--- src/pf_pkg.sv ---
// ----------------------------------------------------------------------------
// pf_pkg
// Types, constants and helpers for the Playfair decrypt block.
// ----------------------------------------------------------------------------
`timescale 1ns / 1ps

package pf_pkg;

   localparam int GRID_SIDE  = 5;
   localparam int GRID_CELLS = GRID_SIDE * GRID_SIDE;
   localparam int ALPHABET   = 26;

   typedef logic [4:0] letter_type;
   typedef logic [4:0] cell_type;
   typedef logic [2:0] coord_type;

   localparam letter_type LETTER_A = 5'd0;
   localparam letter_type LETTER_I = 5'd8;
   localparam letter_type LETTER_J = 5'd9;
   localparam letter_type LETTER_Z = 5'd25;

   typedef enum logic [1:0] {
      MODE_CLEAR   = 2'd0,
      MODE_KEY     = 2'd1,
      MODE_DECRYPT = 2'd2
   } mode_type;

   typedef enum logic [1:0] {
      ST_IDLE,
      ST_FILL,
      ST_GRID,
      ST_OUT
   } state_type;

   typedef struct packed {
      coord_type row;
      coord_type col;
   } pos_type;

   typedef struct packed {
      logic       we;
      cell_type   slot;
      letter_type letter;
      pos_type    pos;
   } ram_wr_type;

   typedef struct packed {
      logic       pos_en;
      letter_type letter_a;
      letter_type letter_b;
      logic       grid_en;
      cell_type   cell_a;
      cell_type   cell_b;
   } ram_rd_type;

   // saturate to Z, then J reads as I
   function automatic letter_type fold_letter(input letter_type v);
      letter_type c;
      c = (v > LETTER_Z) ? LETTER_Z : v;
      return (c == LETTER_J) ? LETTER_I : c;
   endfunction

   function automatic cell_type cell_of(input coord_type row, input coord_type col);
      return cell_type'(int'(row) * GRID_SIDE + int'(col));
   endfunction

endpackage

--- src/pf_key_ram.sv ---
// ----------------------------------------------------------------------------
// pf_key_ram
// Grid letter memory and letter position memory, two registered reads each.
// ----------------------------------------------------------------------------
`timescale 1ns / 1ps

module pf_key_ram (
   input  logic              clock,
   input  pf_pkg::ram_wr_type wr,
   input  pf_pkg::ram_rd_type rd,
   output pf_pkg::pos_type    pos_a,
   output pf_pkg::pos_type    pos_b,
   output pf_pkg::letter_type grid_a,
   output pf_pkg::letter_type grid_b
);
   import pf_pkg::*;

   letter_type grid_mem [GRID_CELLS];
   pos_type    pos_mem  [ALPHABET];

   always_ff @(posedge clock) begin
      if (wr.we) begin
         grid_mem[wr.slot]  <= wr.letter;
         pos_mem[wr.letter] <= wr.pos;
      end
   end

   always_ff @(posedge clock) begin
      if (rd.pos_en) begin
         pos_a <= pos_mem[rd.letter_a];
         pos_b <= pos_mem[rd.letter_b];
      end
      if (rd.grid_en) begin
         grid_a <= grid_mem[rd.cell_a];
         grid_b <= grid_mem[rd.cell_b];
      end
   end

endmodule

--- src/pf_placer.sv ---
// ----------------------------------------------------------------------------
// pf_placer
// Used-letter flags and fill pointer; decides whether a letter enters the grid.
// ----------------------------------------------------------------------------
`timescale 1ns / 1ps

module pf_placer (
   input  logic               clock,
   input  logic               reset,
   input  logic               clear,
   input  logic               place_en,
   input  pf_pkg::letter_type place_letter,
   output pf_pkg::ram_wr_type wr
);
   import pf_pkg::*;

   logic [ALPHABET-1:0] used_ff;
   logic [4:0]          count_ff, count_in;
   coord_type           row_ff, row_in;
   coord_type           col_ff, col_in;
   logic                in_range;
   logic                take;

   assign in_range = place_letter < letter_type'(ALPHABET);
   assign take = place_en && in_range && !used_ff[place_letter]
                 && (count_ff < 5'(GRID_CELLS));

   assign wr.we     = take;
   assign wr.slot   = count_ff;
   assign wr.letter = place_letter;
   assign wr.pos    = '{row: row_ff, col: col_ff};

   always_comb begin
      count_in = count_ff + 5'd1;
      if (col_ff == coord_type'(GRID_SIDE - 1)) begin
         col_in = '0;
         row_in = row_ff + 3'd1;
      end else begin
         col_in = col_ff + 3'd1;
         row_in = row_ff;
      end
   end

   always_ff @(posedge clock) begin
      if (reset || clear) begin
         used_ff  <= '0;
         count_ff <= '0;
         row_ff   <= '0;
         col_ff   <= '0;
      end else if (take) begin
         used_ff[place_letter] <= 1'b1;
         count_ff <= count_in;
         row_ff   <= row_in;
         col_ff   <= col_in;
      end
   end

endmodule

--- src/pf_cell_unit.sv ---
// ----------------------------------------------------------------------------
// pf_cell_unit
// Digraph rule unit: row/column compare and shifted cell addresses.
// ----------------------------------------------------------------------------
`timescale 1ns / 1ps

module pf_cell_unit (
   input  pf_pkg::pos_type  pos_a,
   input  pf_pkg::pos_type  pos_b,
   output pf_pkg::cell_type cell_a,
   output pf_pkg::cell_type cell_b
);
   import pf_pkg::*;

   function automatic coord_type prev(input coord_type x);
      return (x == '0) ? coord_type'(GRID_SIDE - 1) : x - 3'd1;
   endfunction

   always_comb begin
      priority if (pos_a.row == pos_b.row) begin
         cell_a = cell_of(pos_a.row, prev(pos_a.col));
         cell_b = cell_of(pos_b.row, prev(pos_b.col));
      end else if (pos_a.col == pos_b.col) begin
         cell_a = cell_of(prev(pos_a.row), pos_a.col);
         cell_b = cell_of(prev(pos_b.row), pos_b.col);
      end else begin
         cell_a = cell_of(pos_a.row, pos_b.col);
         cell_b = cell_of(pos_b.row, pos_a.col);
      end
   end

endmodule

--- src/playfair_decrypt_top.sv ---
// ----------------------------------------------------------------------------
// playfair_decrypt_top
// Playfair decryption over a 5x5 key grid, built by a small sequencer.
// ----------------------------------------------------------------------------
//  channel | ports                                        | direction
//  --------+----------------------------------------------+----------
//  request | req_valid/ready, mode, letter_first/second,  | in
//          | key_end                                      |
//  result  | rsp_valid/ready, plain_first/second,         | out
//          | not_ready                                    |
//
// Clear key and a plain key letter leave the sequencer idle. A key letter with
// key_end adds an alphabet walk (one letter per cycle offered to the placer).
// A decrypt transaction reaches rsp_valid through position RAM read, then
// grid RAM read, then the output register load once that register is free. A
// decrypt before the key is complete skips both reads and goes to the load.
// Reset (synchronous) empties the key; the RAMs are not cleared.
// req_ready is high only when the sequencer is idle; a stalled result sits in
// the output register while the next transaction is taken.
// ----------------------------------------------------------------------------
`timescale 1ns / 1ps

module playfair_decrypt_top (
   input  logic       clock,
   input  logic       reset,
   input  logic       req_valid,
   output logic       req_ready,
   input  logic [1:0] req_mode,
   input  logic [4:0] req_letter_first,
   input  logic [4:0] req_letter_second,
   input  logic       req_key_end,
   output logic       rsp_valid,
   input  logic       rsp_ready,
   output logic [4:0] rsp_plain_first,
   output logic [4:0] rsp_plain_second,
   output logic       rsp_not_ready
);
   import pf_pkg::*;

   state_type  state_ff, state_in;
   letter_type walk_ff, walk_in;
   logic       grid_ready_ff, grid_ready_in;
   logic       err_ff, err_in;
   logic       rsp_valid_ff, rsp_valid_in;
   letter_type plain_first_ff, plain_first_in;
   letter_type plain_second_ff, plain_second_in;
   logic       not_ready_ff, not_ready_in;

   logic       accept;
   logic       clear;
   logic       place_en;
   letter_type place_letter;
   ram_wr_type wr;
   ram_rd_type rd;
   pos_type    pos_a, pos_b;
   letter_type grid_a, grid_b;
   cell_type   cell_a, cell_b;
   logic       out_free;

   assign req_ready = (state_ff == ST_IDLE);
   assign accept    = req_valid && req_ready;
   assign out_free  = !rsp_valid_ff || rsp_ready;

   pf_placer u_placer (
      .clock        (clock),
      .reset        (reset),
      .clear        (clear),
      .place_en     (place_en),
      .place_letter (place_letter),
      .wr           (wr)
   );

   pf_key_ram u_ram (
      .clock  (clock),
      .wr     (wr),
      .rd     (rd),
      .pos_a  (pos_a),
      .pos_b  (pos_b),
      .grid_a (grid_a),
      .grid_b (grid_b)
   );

   pf_cell_unit u_cell (
      .pos_a  (pos_a),
      .pos_b  (pos_b),
      .cell_a (cell_a),
      .cell_b (cell_b)
   );

   always_comb begin
      state_in        = state_ff;
      walk_in         = walk_ff;
      grid_ready_in   = grid_ready_ff;
      err_in          = err_ff;
      rsp_valid_in    = rsp_valid_ff && !rsp_ready;
      plain_first_in  = plain_first_ff;
      plain_second_in = plain_second_ff;
      not_ready_in    = not_ready_ff;
      clear           = 1'b0;
      place_en        = 1'b0;
      place_letter    = (req_letter_first == LETTER_J) ? LETTER_I : req_letter_first;
      // read addresses: positions straight from the request, cells from the rule unit
      rd.letter_a     = fold_letter(req_letter_first);
      rd.letter_b     = fold_letter(req_letter_second);
      rd.cell_a       = cell_a;
      rd.cell_b       = cell_b;
      rd.pos_en       = 1'b0;
      rd.grid_en      = 1'b0;

      unique case (state_ff)
         ST_IDLE: begin
            if (accept) begin
               unique case (mode_type'(req_mode))
                  MODE_CLEAR: begin
                     clear         = 1'b1;
                     grid_ready_in = 1'b0;
                  end
                  MODE_KEY: begin
                     // a finished grid ignores key letters until cleared
                     if (!grid_ready_ff) begin
                        place_en = 1'b1;
                        if (req_key_end) begin
                           walk_in  = LETTER_A;
                           state_in = ST_FILL;
                        end
                     end
                  end
                  MODE_DECRYPT: begin
                     if (grid_ready_ff) begin
                        rd.pos_en = 1'b1;
                        err_in    = 1'b0;
                        state_in  = ST_GRID;
                     end else begin
                        err_in   = 1'b1;
                        state_in = ST_OUT;
                     end
                  end
                  default: ;
               endcase
            end
         end
         ST_FILL: begin
            // walk A..Z, J skipped; the placer drops used letters
            place_letter = walk_ff;
            place_en     = (walk_ff != LETTER_J);
            walk_in      = walk_ff + 5'd1;
            if (walk_ff == LETTER_Z) begin
               grid_ready_in = 1'b1;
               state_in      = ST_IDLE;
            end
         end
         ST_GRID: begin
            rd.grid_en = 1'b1;
            state_in   = ST_OUT;
         end
         ST_OUT: begin
            if (out_free) begin
               rsp_valid_in    = 1'b1;
               plain_first_in  = err_ff ? LETTER_A : grid_a;
               plain_second_in = err_ff ? LETTER_A : grid_b;
               not_ready_in    = err_ff;
               state_in        = ST_IDLE;
            end
         end
         default: state_in = ST_IDLE;
      endcase
   end

   always_ff @(posedge clock) begin
      if (reset) begin
         state_ff      <= ST_IDLE;
         grid_ready_ff <= 1'b0;
         rsp_valid_ff  <= 1'b0;
      end else begin
         state_ff      <= state_in;
         grid_ready_ff <= grid_ready_in;
         rsp_valid_ff  <= rsp_valid_in;
      end
   end

   // payload registers, no reset
   always_ff @(posedge clock) begin
      walk_ff         <= walk_in;
      err_ff          <= err_in;
      plain_first_ff  <= plain_first_in;
      plain_second_ff <= plain_second_in;
      not_ready_ff    <= not_ready_in;
   end

   assign rsp_valid        = rsp_valid_ff;
   assign rsp_plain_first  = plain_first_ff;
   assign rsp_plain_second = plain_second_ff;
   assign rsp_not_ready    = not_ready_ff;

endmodule

--- config.mk ---
export PLATFORM = sky130hd
export DESIGN_NAME = playfair_decrypt_top
export DESIGN_NICKNAME = d
export VERILOG_FILES = /design/src/pf_pkg.sv /design/src/pf_key_ram.sv /design/src/pf_placer.sv /design/src/pf_cell_unit.sv /design/src/playfair_decrypt_top.sv
export SDC_FILE = /design/constraint.sdc
export NUM_CORES = 1
export LEC_CHECK = 0
export BUFFER_PORTS_ARGS = -buffer_cell sky130_fd_sc_hd__buf_2
export CORE_AREA = 3 3 173 175
export CTS_CLUSTER_SIZE = 14
export DETAILED_ROUTE_END_ITERATION = 6
export DIE_AREA = 0 0 176 178
export GPL_ROUTABILITY_DRIVEN = 0
export GPL_TIMING_DRIVEN = 0
export PLACE_DENSITY = 0.87
export SYNTH_ARGS = -nofsm -noshare
export SYNTH_HDL_FRONTEND = slang
export SYNTH_SLANG_ARGS = --single-unit
--- constraint.sdc ---
create_clock -name clock -period 7.7 [get_ports clock]
set_input_delay 0.385 -clock clock [delete_from_list [all_inputs] [get_ports clock]]
set_output_delay 0.385 -clock clock [all_outputs]
set_load 0.01 [all_outputs]
Word-level counts from Yosys, hierarchy flattened
Memory sizes are Yosys's and may differ from the RTL's. A register that Yosys moved wholly into a read port is not among the register bits.
Cells that the tools add are included.
- flip-flop bits (word level): 58
- bits in writable memories: 281
- memories: 2
- memory list (name ; depth ; width ; read ports ; clocked after Yosys merged registers in ; write ports ; line ; source):
    u_ram.pos_mem ; 26 ; 6 ; 2 ; 2 ; 1 ; pf_key_ram.sv:19 ; pos_type pos_mem [ALPHABET];
    u_ram.grid_mem ; 25 ; 5 ; 2 ; 2 ; 1 ; pf_key_ram.sv:18 ; letter_type grid_mem [GRID_CELLS];
- $add $sub $neg: 14
- multipliers: 4
- $lt $le $gt $ge: 6
- eq/ne operators: 23
- mux-type cells: 52
- bitwise logic cells: 1
- reduce and logical (&&, ||, !) cells: 24
- operators with widths (kind ; count):
    5-bit two-way mux ; 14
    5-bit by 4-bit adder with 5-bit output ; 6
    26-bit OR ; 1
    1-bit two-way mux ; 21
    3-bit by 3-bit multiplier with 5-bit output, second input constant ; 4
    5-bit by 4-bit equality test with 1-bit output, second input constant ; 3
    3-bit two-way mux ; 5
    3-bit zero test ; 4
    3-bit by 1-bit subtractor with 3-bit output, second input constant ; 4
    5-bit by 1-bit adder with 5-bit output, second input constant ; 2
    5-bit greater-than comparator, second input constant ; 2
    5-bit less-than comparator, second input constant ; 2
    2-bit two-way mux ; 5
    5-bit case mux with 2 select lines ; 1
    2-bit by 1-bit inequality test with 1-bit output, second input constant ; 4
    2-bit case mux with 4 select lines ; 1
    3-bit by 1-bit adder with 3-bit output, second input constant ; 2
    2-bit equality test, second input constant ; 3
    3-bit equality test ; 2
    1-bit logical AND ; 6
    5-bit by 6-bit less-than comparator with 1-bit output, second input constant ; 1
    2-bit inequality test, second input constant ; 3
    3-bit inequality test, second input constant ; 2
    6-bit AND reduction ; 1
    other kinds (18) ; 25

Logic depth before layout (Yosys ltp)
Gate-level depths: netlist of the first run.
- depth in word-level cells: 10
- mapped depth: 16
- mapped depth without buffers: 14

By module
Synthesis of the first run repeated with hierarchy kept, for this count alone.
- cell total of the unflattened synthesis: 1361
- area total of the unflattened synthesis: 18607.8 um^2
- by module, submodules not included (module ; times used ; cells each ; area each (um^2) ; sequential area each (um^2)):
    pf_key_ram ; 1 ; 899 ; 14288.7 ; 9098.7
    pf_placer ; 1 ; 170 ; 1783.0 ; 740.7
    pf_cell_unit ; 1 ; 185 ; 1425.1 ; 0.0
    playfair_decrypt_top ; 1 ; 107 ; 1111.1 ; 590.6

Least setup slack after synthesis of the first run
No wires, ideal clock.
- path kind: reg2reg
- from: register u_ram.pos_b[4] (netlist name)
- to: register u_ram.grid_b[0] (read register of u_ram.grid_mem), data pin
- setup time: 0.265 ns
- data arrival time: 3.708 ns
- path slack: 3.727 ns
- cell stages (with the launch flop): 15
- clock period less this slack: 3.973 ns
- cell sequence: edfxtp_1 -> nor2_1 -> ha_1 -> inv_1 -> ha_1 -> ha_1 -> fa_1 -> nor4_1 -> o31ai_2 -> buf_2 -> buf_4 -> mux2i_1 -> a221oi_1 -> a22oi_1 -> o21ai_1
- word-level cells in the longest chain between the ends: 6
- elaborated cells on any way between the ends: 11
- those cells by class: 4 x add/sub; 2 x mul; 1 x eq/ne; 3 x mux; 1 x reduce/logical
- RTL lines (item ; line ; source):
    3-bit by 1-bit subtractor with 3-bit output or 3-bit zero test (tied branches) ; pf_cell_unit.sv:16 ; return (x == '0) ? coord_type'(GRID_SIDE - 1) : x - 3'd1;
    3-bit two-way mux ; pf_cell_unit.sv:16 ;
    3-bit by 3-bit multiplier with 5-bit output ; pf_pkg.sv:64 ; return cell_type'(int'(row) * GRID_SIDE + int'(col));
    5-bit by 4-bit adder with 5-bit output ; pf_pkg.sv:64 ;
    5-bit two-way mux ; pf_cell_unit.sv:23 ; end else if (pos_a.col == pos_b.col) begin
    5-bit two-way mux (*) ; pf_cell_unit.sv:20 ; priority if (pos_a.row == pos_b.row) begin
    to (decl) ; pf_key_ram.sv:14 ; output pf_pkg::letter_type grid_b
Every way passes the cells marked *; elsewhere a longest branch is shown, timed or not.
A chain may end at the register's enable or synchronous reset.

Final worst setup path of the first run
- from: register u_ram.pos_a[4] (netlist name)
- to: register u_ram.grid_a[1] (read register of u_ram.grid_mem), data pin
- word-level cells in the longest chain between the ends: 6
- elaborated cells on any way between the ends: 11
- those cells by class: 4 x add/sub; 2 x mul; 1 x eq/ne; 3 x mux; 1 x reduce/logical
- RTL lines (item ; line ; source):
    3-bit by 1-bit subtractor with 3-bit output or 3-bit zero test (tied branches) ; pf_cell_unit.sv:16 ;
    3-bit two-way mux ; pf_cell_unit.sv:16 ;
    3-bit by 3-bit multiplier with 5-bit output ; pf_pkg.sv:64 ;
    5-bit by 4-bit adder with 5-bit output ; pf_pkg.sv:64 ;
    5-bit two-way mux ; pf_cell_unit.sv:23 ;
    5-bit two-way mux (*) ; pf_cell_unit.sv:20 ;
    to (decl) ; pf_key_ram.sv:13 ; output pf_pkg::letter_type grid_a,
Marks and branches as above.

==> results of run 1 <==
-- final cells by class --
class / instances / area [um2]
timing repair buffer: 28 / 142.6
clock inverter: 22 / 192.7
multi-input combinational: 987 / 7512
sequential: 361 / 10430
fill: 1794 / 8388
buffer: 87 / 357.8
clock buffer: 48 / 1020
inverter: 27 / 101.3
tap: 384 / 480.5
-- metrics by stage --
| stage | hold WS (ps) | instance area (um2) | cells | power, mW |
|---|---|---|---|---|
| 5_1_grt | 88.53 | 20240 | 1944 | 4.454 |
| 2_1_floorplan | 419.4 | 18390 | 1462 | 2.455 |
| 3_5_place_dp | 452.8 | 19020 | 1874 | 2.578 |
| 6_report | 81.32 | 20240 | 1944 | 4.374 |
| 4_1_cts | 65.51 | 20230 | 1944 | 4.347 |
| 3_3_place_gp | 436.2 | 19010 | 1873 | 2.561 |
-- worst max-delay path: stages (launching register included) --
cell	delay, ps
edfxtp_1	640
nor2_1	110
ha_1	330
inv_1	50
ha_1	270
ha_1	320
fa_1	570
nor4_1	80
o31ai_1	1180
nand3_1	760
o22ai_1	410
a211oi_1	140
a22oi_1	240
o311ai_1	200
-- power groups by stage --
stage / registers [mW] / clock network (mW) / logic, mW
3_3_place_gp: 2.23 / 0 / 0.331
4_1_cts: 2.19 / 1.81 / 0.350
2_1_floorplan: 2.22 / 0 / 0.232
3_5_place_dp: 2.23 / 0 / 0.345
6_report: 2.19 / 1.82 / 0.364
5_1_grt: 2.19 / 1.88 / 0.378
-- kinds of logic (layout without fill, tap and decap cells) --
kind of cell | Yosys count | after routing | share of synthesized area
flops | 361 | 361 | 0.5671
buf+inv | 114 | 212 | 0.02497
simple gates | 447 | 447 | 0.1137
mux | 148 | 148 | 0.1242
fa+ha+maj | 49 | 49 | 0.03579
compound gates | 309 | 309 | 0.1180
xor+xnor | 34 | 34 | 0.01619
-- routing by layer --
metal / global-route usage / part of all wire / vias to the layer above
met4: 0.1963 / 0.073 / 0
met3: 0.06364 / 0.13 / 294
met5: 0 / 0 / -
li1: - / - / 5818
met2: 0.5427 / 0.47 / 1334
met1: 0.4278 / 0.33 / 6648
-- flip-flops by register name (all words and copies together), names as in the netlist, 2 cells and up --
name,flops
u_placer.row_ff,3
u_ram.pos_a,6
state_ff,2
u_ram.grid_a,5
rsp_plain_first,5
walk_ff,5
u_ram.grid_mem,125
rsp_plain_second,5
u_placer.used_ff,26
u_placer.col_ff,3
u_ram.grid_b,5
u_placer.count_ff,5
u_ram.pos_mem,156
u_ram.pos_b,6
-- cells in the final DEF (no fill, tap or decap), types with 18 or more instances in the layout --
cell type,count
a21oi_1,56
nand2_1,181
mux4_2,63
nand3_1,30
inv_1,24
clkbuf_1,67
ha_1,43
o22ai_1,19
edfxtp_1,320
nor2_1,115
mux2i_1,74
nor2b_1,25
dfxtp_1,41
o21ai_0,28
a31oi_1,36
a211oi_1,24
o21a_1,21
clkbuf_16,39
buf_2,43
o221ai_1,18
-- synthesized netlist by cell type, drive strengths merged, types with 6 or more instances --
cell type / instances
a211oi: 24
a21o: 10
a21oi: 58
a221oi: 11
a22o: 6
a22oi: 10
a311oi: 7
a31oi: 36
and2: 10
and3: 14
buf: 28
clkbuf: 59
dfxtp: 41
edfxtp: 320
fa: 6
ha: 43
inv: 27
mux2: 11
mux2i: 74
mux4: 63
nand2: 181
nand3: 30
nand3b: 6
nand4: 7
nor2: 115
nor2b: 25
nor3: 29
nor4: 9
o211ai: 7
o21a: 21
o21ai: 30
o221ai: 18
o22ai: 19
o2bb2ai: 8
o31ai: 9
xnor2: 17
xor2: 17
-- worst paths after layout --
kind,depth (start not counted),endpoint,slack (ps)
worst max-delay path,13,u_ram.grid_a[1],2050
worst min-delay path,2,grid_ready_ff,80
worst max register to register,13,u_ram.grid_a[1],2050
worst min register to register,1,u_placer.used_ff[23],470
==> results.cfg, run 1 <==
[run_status]
status = complete, but fails checks
violations = design-rule violations, max-capacitance violations

[setup_path]
cp-start-kind = flip-flop
crit_required_ps = 7910
setup.worst_path.start = u_ram.pos_a[4]
crit_path_end_kind = flip-flop
timing.rr.start = u_ram.pos_a[4]
path_max_fanout = 9
worstSetupPathType = reg -> reg
arrival_ps = 5860

[synthesis]
synth_edf_count = 320
async_flop_share = 0
ys_types = 72
synth_area_per_cell_um2 = 12.58
syn-cell-area_um2 = 18390
ys.flop_type = edfxtp_1
syn-num-nets = 1528
ys_top_cells_by_area = edfxtp_1, mux4_2, dfxtp_1
synth-seq-cells = 361
ys_seq_area_frac = 0.5671
yosysWarnings = 0
synth_top_area_frac = 0.5225
synth_top_area_cell = edfxtp_1
netlist_instances = 1462

[clock_tree]
cts_tree = yes
clock_path_buffers = 3
h-tree-depth = 2
clk_latency_ps = 550
clkSinkCount = 361
root_buffer = clkbuf_16
cts.repair.resized = 0
holdBufCountCts = 0
numCtsBuffers = 38
cts_setup_buffers = 0
clkTransAtPathRegs_ps = 70

[die]
num_rows = 62
fp.dieH_um = 178
die_width_um = 176
ios = 30
core_um2 = 28630
start_util = 0.6425
die_area_um2 = 31330

[sta]
fin_ws_ps = 2053
setup_violations = 0
setup_tns_ps = 0
maxSlewViolCount = 0
fin_crit_sh = 0.7333
rsz0062_at_grt = no
relSlewSlack = 0.01031
tightest_slew_ps = 1472
fmax_mhz = 177.1
clock-skew-final_ps = 32.25
fin_crit_ps = 5647
hold_violations = 0

[detailed_routing]
vias = 14090
ant_nets = 0
routed_wl_um = 52670
drt-pass1-iter-count = 7
wl_per_cell_um = 27.10
drc = 2
viasPerCell = 7.250
initialDrtViolationCount = 2466

[placed_design]
io_buffers = 27
hpwl_um = 35760
pre_cts_slack_ps = 2540

[final_layout]
nNetsFinal = 1596
final_util = 0.7070
drive_gt1_frac = 0.1321
area_growth_pct = 10.03
num_antenna_cells = 0

[run]
cap_violations = 1

[power]
swShare = 0.2404
power.switching_mw = 1.052
internal-power_mw = 3.323
seqPwrFrac = 0.501
p_per_area_nw_per_um2 = 216.2
irDropWorstVdd_mv = 0.2025
p_leak_nw = 7.142
clockPowerShare = 0.415
combinationalPowerShare = 0.083

[grt]
grt.total_usage = 0.3356
grt_pass1_vias = 13640
antenna_found_initial = 0
grt_max_degree = 35
grt_pass1_wl_um = 79600
grt_overflow_total = 0

[min_path]
hp-start = reset
hold_path_class = in -> reg
No activity file was read; power rests on OpenSTA's default activity.
==> run 2, diff against run 1 <==
--- a/config.mk
+++ b/config.mk
@@ -6,13 +6,13 @@
 export NUM_CORES = 1
 export LEC_CHECK = 0
 export BUFFER_PORTS_ARGS = -buffer_cell sky130_fd_sc_hd__buf_2
-export CORE_AREA = 3 3 173 175
+export CORE_AREA = 3 3 184 186
 export CTS_CLUSTER_SIZE = 14
 export DETAILED_ROUTE_END_ITERATION = 6
-export DIE_AREA = 0 0 176 178
+export DIE_AREA = 0 0 187 189
 export GPL_ROUTABILITY_DRIVEN = 0
 export GPL_TIMING_DRIVEN = 0
-export PLACE_DENSITY = 0.87
+export PLACE_DENSITY = 0.82
 export SYNTH_ARGS = -nofsm -noshare
 export SYNTH_HDL_FRONTEND = slang
 export SYNTH_SLANG_ARGS = --single-unit
==> constraint.sdc (replaced) <==
create_clock -name clock -period 5.1 [get_ports clock]
set_input_delay 0.255 -clock clock [delete_from_list [all_inputs] [get_ports clock]]
set_output_delay 0.255 -clock clock [all_outputs]
set_load 0.01 [all_outputs]
==> run 2 against run 1 <==
Effect of this change: the flow now finishes without violations; clock power is 55% higher; flip-flop and latch count is the same; sequential power rose by 51%; critical path depth is 1 higher; combinational power up 48%; maximum frequency up 13%.
==> results.cfg, run 2 (synthesized netlist as in run 1, its figures left out) <==
[final_layout]
area_growth_pct = 10.98
largest_register = u_ram.pos_mem
design_area_um2 = 20410
top_regs = u_ram.pos_mem (156), u_ram.grid_mem (125), u_placer.used_ff (26)
nNetsFinal = 1598
layout_commonest_cell = edfxtp_1
num_antenna_cells = 0
most-common-layout-cells = edfxtp_1, nand2_1, nor2_1
largest_register_ffs = 156
drive_gt1_frac = 0.1372

[sta]
tightest_slew_ps = 1379
fmax_mhz = 199.8
fin_crit_ps = 5006
fin_crit_sh = 0.9815
hold_violations = 0
fin_hold_ws_ps = 44.10
clock-skew-final_ps = 21.90
rsz0062_at_grt = no
setup_violations = 0
maxSlewViolCount = 0
relSlewSlack = 0.07351

[setup_path]
arrival_ps = 5240
rrSetupSlack_ps = 90
crit_top_cell = ha_1
cp-start-kind = flip-flop
crit_path_end_kind = flip-flop
path_cells = nor2_1, ha_1, inv_1, ha_1, ha_1, fa_1, nor4_2, o31a_1, clkbuf_2, nand2_1, nor2_1, a31oi_1, o21ai_0, nand3_1
worstSetupPathType = reg -> reg
cpPeakStageDelay_ps = 640
cp_slowest_cell = edfxtp_1
path_max_fanout = 10
crit_required_ps = 5330

[detailed_routing]
drt-pass1-iter-count = 6
ant_nets = 0
wl_per_cell_um = 25.89
viasPerCell = 6.911
vias = 13840
initialDrtViolationCount = 2020
routed_wl_um = 51820
drc = 0

[run_status]
status = complete, no violations

[run]
cap_violations = 0

[power]
internal-power_mw = 5.088
swShare = 0.2378
seqPwrFrac = 0.496
power.switching_mw = 1.587
p_leak_nw = 7.183
combinationalPowerShare = 0.081
clockPowerShare = 0.423
irDropWorstVdd_mv = 0.3854
p_per_area_nw_per_um2 = 327.0

[die]
core_um2 = 32450
fp.dieH_um = 189
die_width_um = 187
die_area_um2 = 35340
ios = 30
start_util = 0.5667
num_rows = 66

[placed_design]
post_dp_cell_area_um2 = 19100
io_buffers = 27
hpwl_um = 35780

[grt]
antenna_found_initial = 1
grt.total_usage = 0.2900
grt_pass1_vias = 13640
grt_pass1_wl_um = 79520
grt_overflow_total = 0
grt_max_degree = 35

[clock_tree]
clk_latency_ps = 540
clkSinkCount = 361
clkTransAtPathRegs_ps = 60
clock_path_buffers = 3
cts_tree = yes
h-tree-depth = 2
root_buffer = clkbuf_16
numCtsBuffers = 38

[min_path]
hold_path_class = in -> reg
==> run 2: cell count changes in the layout (fill, tap and decap cells not counted), sizes merged <==
cell / delta
clkinvlp: +1
dlygate4sd3: +1
clkbuf: -1
bufinv: +1
clkinv: -4
inv: +2
==> run 2: routing by layer <==
layer / GRT usage / vias up / wire length (um)
li1: - / 5811 / -
met1: 0.3603 / 6611 / 17920
met2: 0.4796 / 1164 / 24600
met3: 0.06184 / 248 / 6090
met4: 0.1576 / 2 / 3201
met5: 0 / - / 14
==> run 2: power groups by stage <==
stage               sequential [mW]  combinational (mW)  clock, mW
floorplan                      3.36               0.351          0
global placement               3.37               0.502          0
detailed placement             3.37               0.519          0
CTS                            3.31               0.524       2.82
global route                   3.31               0.574       2.94
finish                         3.31               0.540       2.83
==> run 2: through the flow <==
stage               cells  setup slack, ps    util  setup TNS (ps)  total power [mW]
global placement     1931           -219.1  0.5879          -502.5             3.870
floorplan            1462             1127       -               0             3.706
global route         2002            13.32  0.6289               0             6.830
detailed placement   1933           -225.5  0.5886          -431.7             3.889
CTS                  2002            5.966  0.6278               0             6.650
finish               2002            94.18  0.6289               0             6.675
==> run 2: final cells by class <==
class	instances	area, um2
Tap cell	442	553.0
Multi-Input combinational cell	987	7548
Timing Repair Buffer	30	160.2
Inverter	27	101.3
Clock buffer	46	1026
Sequential cell	361	10430
Clock inverter	22	231.5
Buffer	87	360.3
Fill cell	2348	12040
==> run 2: repair_timing <==
| action | in CTS | in global routing |
|---|---|---|
| setup endpoints to repair | 4 | 7 |
| hold buffers | 1 | 0 |
| setup buffers | 0 | 0 |
| gates resized for setup | 2 | 5 |
| hold endpoints to repair | 4 | 0 |
==> run 2: worst paths after layout <==
| check | from | to | cells after the start |
|---|---|---|---|
| worst max-delay path | u_ram.pos_a[4] | u_ram.grid_a[2] | 14 |
| worst min-delay path | rsp_ready | rsp_valid | 3 |
| worst max register to register | u_ram.pos_a[4] | u_ram.grid_a[2] | 14 |
| worst min register to register | u_placer.used_ff[4] | u_placer.used_ff[4] | 1 |
==> run 2: worst max-delay path, delay by kind of cell (launching register included) <==
kind	cells	cell delay, ps
AND/OR/NAND/NOR	5	1480
flip-flops	1	640
adder cells (fa/ha/maj)	4	1470
buffers and inverters	2	400
AO/OA/AOI/OAI	3	720
==> run 3, diff against run 2 <==
--- a/config.mk
+++ b/config.mk
@@ -12,7 +12,7 @@
 export DIE_AREA = 0 0 187 189
 export GPL_ROUTABILITY_DRIVEN = 0
 export GPL_TIMING_DRIVEN = 0
-export PLACE_DENSITY = 0.82
+export PLACE_DENSITY = 0.76
 export SYNTH_ARGS = -nofsm -noshare
 export SYNTH_HDL_FRONTEND = slang
 export SYNTH_SLANG_ARGS = --single-unit
==> run 3 against run 2 <==
Effect of this change: the run now ends with design-rule violations left; worst hold slack improved by 13 ps; die area unchanged; total power increased by 1.1%; register-to-register slack improved by 90 ps; flip-flop and latch count unchanged; combinational power about the same; global-route usage decreased by 0.83 points; wire length decreased by 2.1%; cell count about the same; first-iteration DRC count decreased by 5.4%; via count decreased by 1.2%; highest routed layer unchanged.
==> results.cfg, run 3 (synthesized netlist as in run 1, its figures left out) <==
[run_status]
status = complete, but fails checks
violations = design-rule violations

[sta]
clock-skew-final_ps = 34.26
maxSlewViolCount = 0
fin_crit_sh = 0.9640
fmax_mhz = 203.4
fin_crit_ps = 4916
tightest_slew_ps = 1335
hold_violations = 0
setup_tns_ps = 0
relSlewSlack = 0.1030
setup_violations = 0
rsz0062_at_grt = no

[final_layout]
top_regs = u_ram.pos_mem (156), u_ram.grid_mem (125), u_placer.used_ff (26)
layout_commonest_cell = edfxtp_1
most-common-layout-cells = edfxtp_1, nand2_1, nor2_1
largest_register_ffs = 156
n_fill_cell = 2419
instances_no_fill = 2004
largest_register = u_ram.pos_mem
drive_gt1_frac = 0.1415
nNetsFinal = 1598
num_antenna_cells = 0
area_growth_pct = 11.21

[die]
start_util = 0.5667
ios = 30
num_rows = 66
die_area_um2 = 35340
fp.dieH_um = 189
die_width_um = 187
core_um2 = 32450

[detailed_routing]
drc = 2
drt-pass1-iter-count = 7
ant_nets = 0
initialDrtViolationCount = 1910
routed_wl_um = 50720
viasPerCell = 6.824
wl_per_cell_um = 25.31
vias = 13680

[setup_path]
setup.worst_path.start = u_ram.pos_a[5]
path_cells = clkbuf_1, inv_1, ha_1, inv_1, ha_1, ha_1, ha_1, a21o_1, a21oi_1, xnor2_1, a221oi_2, or4b_1, a211oi_1, o21ai_0, o311ai_1
timing.rr.start = u_ram.pos_a[5]
ff2ff_path_depth = 15
r2r_end = u_ram.grid_a[1]
crit_required_ps = 5380
worstSetupPathType = reg -> reg
arrival_ps = 5200
cp-start-kind = flip-flop
crit_path_end_kind = flip-flop
cp_slowest_cell = or4b_1
rrSetupSlack_ps = 180
path_max_fanout = 7
crit_top_cell = ha_1
cpPeakStageDelay_ps = 710
endpoint = u_ram.grid_a[1]

[clock_tree]
clk_latency_ps = 550
cts_tree = yes
numCtsBuffers = 38
h-tree-depth = 2
root_buffer = clkbuf_16
cts_setup_buffers = 0
clkSinkCount = 361
clkTransAtPathRegs_ps = 60
clock_path_buffers = 3

[grt]
grt_max_degree = 35
grt_overflow_total = 0
grt.total_usage = 0.2817
grt_pass1_wl_um = 76760
antenna_found_initial = 1
grt_pass1_vias = 13320

[placed_design]
dp.cells = 1933
io_buffers = 27
hpwl_um = 35040

[power]
p_per_area_nw_per_um2 = 330.0
p_total_mw = 6.750
p_leak_nw = 7.219
irDropWorstVdd_mv = 0.3218

[run]
cap_violations = 0

[min_path]
hold_path_class = in -> reg
## run 3: worst max-delay path: cells and delay by family, from the launching register on
kind	cells	cell delay, ps
compound gates	6	1810
buf+inv	3	430
flops	1	350
fa+ha+maj	4	1220
xor+xnor	1	120
simple gates	1	710
## run 3: where the power goes
| group | internal (mW) | total [mW] | leakage (nW) | switching (mW) |
|---|---|---|---|---|
| Clock | 1.73 | 2.90 | 0.655 | 1.17 |
| Sequential | 3.27 | 3.31 | 3.37 | 0.0352 |
| Combinational | 0.167 | 0.539 | 3.19 | 0.373 |
| Total | 5.17 | 6.75 | 7.22 | 1.58 |
## run 3: through the flow
step	setup slack (ps)	area (um2)	util	hold WS, ps
global route	28.44	20450	0.6302	72.97
CTS	59.77	20430	0.6295	28.58
finish	183.8	20450	0.6302	57.09
global placement	-184.0	19080	0.5879	437.5
detailed placement	-167.0	19100	0.5886	455.3
floorplan	1127	18390	-	324.1
## run 3: cell type report
cell class,instances,area (um2),area share
Timing Repair Buffer,30,160.2,0.007830
Buffer,87,360.3,0.01762
Tap cell,442,553.0,0.02704
Inverter,27,101.3,0.004955
Sequential cell,361,10430,0.5099
Clock inverter,23,264.0,0.01291
Clock buffer,47,1047,0.05120
Multi-Input combinational cell,987,7537,0.3685
## run 3: repair_timing
item	4_1_cts	5_1_grt
gates resized for setup	2	4
setup endpoints to repair	4	7
hold buffers	1	0
endpoints found under the hold margin	4	0
## run 3: how the worst min path moves through the flow
stage                                    start              endpoint  cells past startpoint
after floorplan                          reset         grid_ready_ff                      1
after global routing                 rsp_ready             rsp_valid                      3
after detailed placement  u_placer.used_ff[19]  u_placer.used_ff[19]                      2
after global placement    u_placer.used_ff[19]  u_placer.used_ff[19]                      2
after CTS                            rsp_ready             rsp_valid                      3
final                                rsp_ready             rsp_valid                      3
## run 3: layer usage
| metal | share of wire | track usage | vias up |
|---|---|---|---|
| met4 | 0.061 | 0.1567 | 2 |
| li1 | - | - | 5822 |
| met3 | 0.11 | 0.04351 | 228 |
| met2 | 0.47 | 0.4588 | 1046 |
| met5 | 0.00039 | 0 | - |
| met1 | 0.36 | 0.3662 | 6577 |
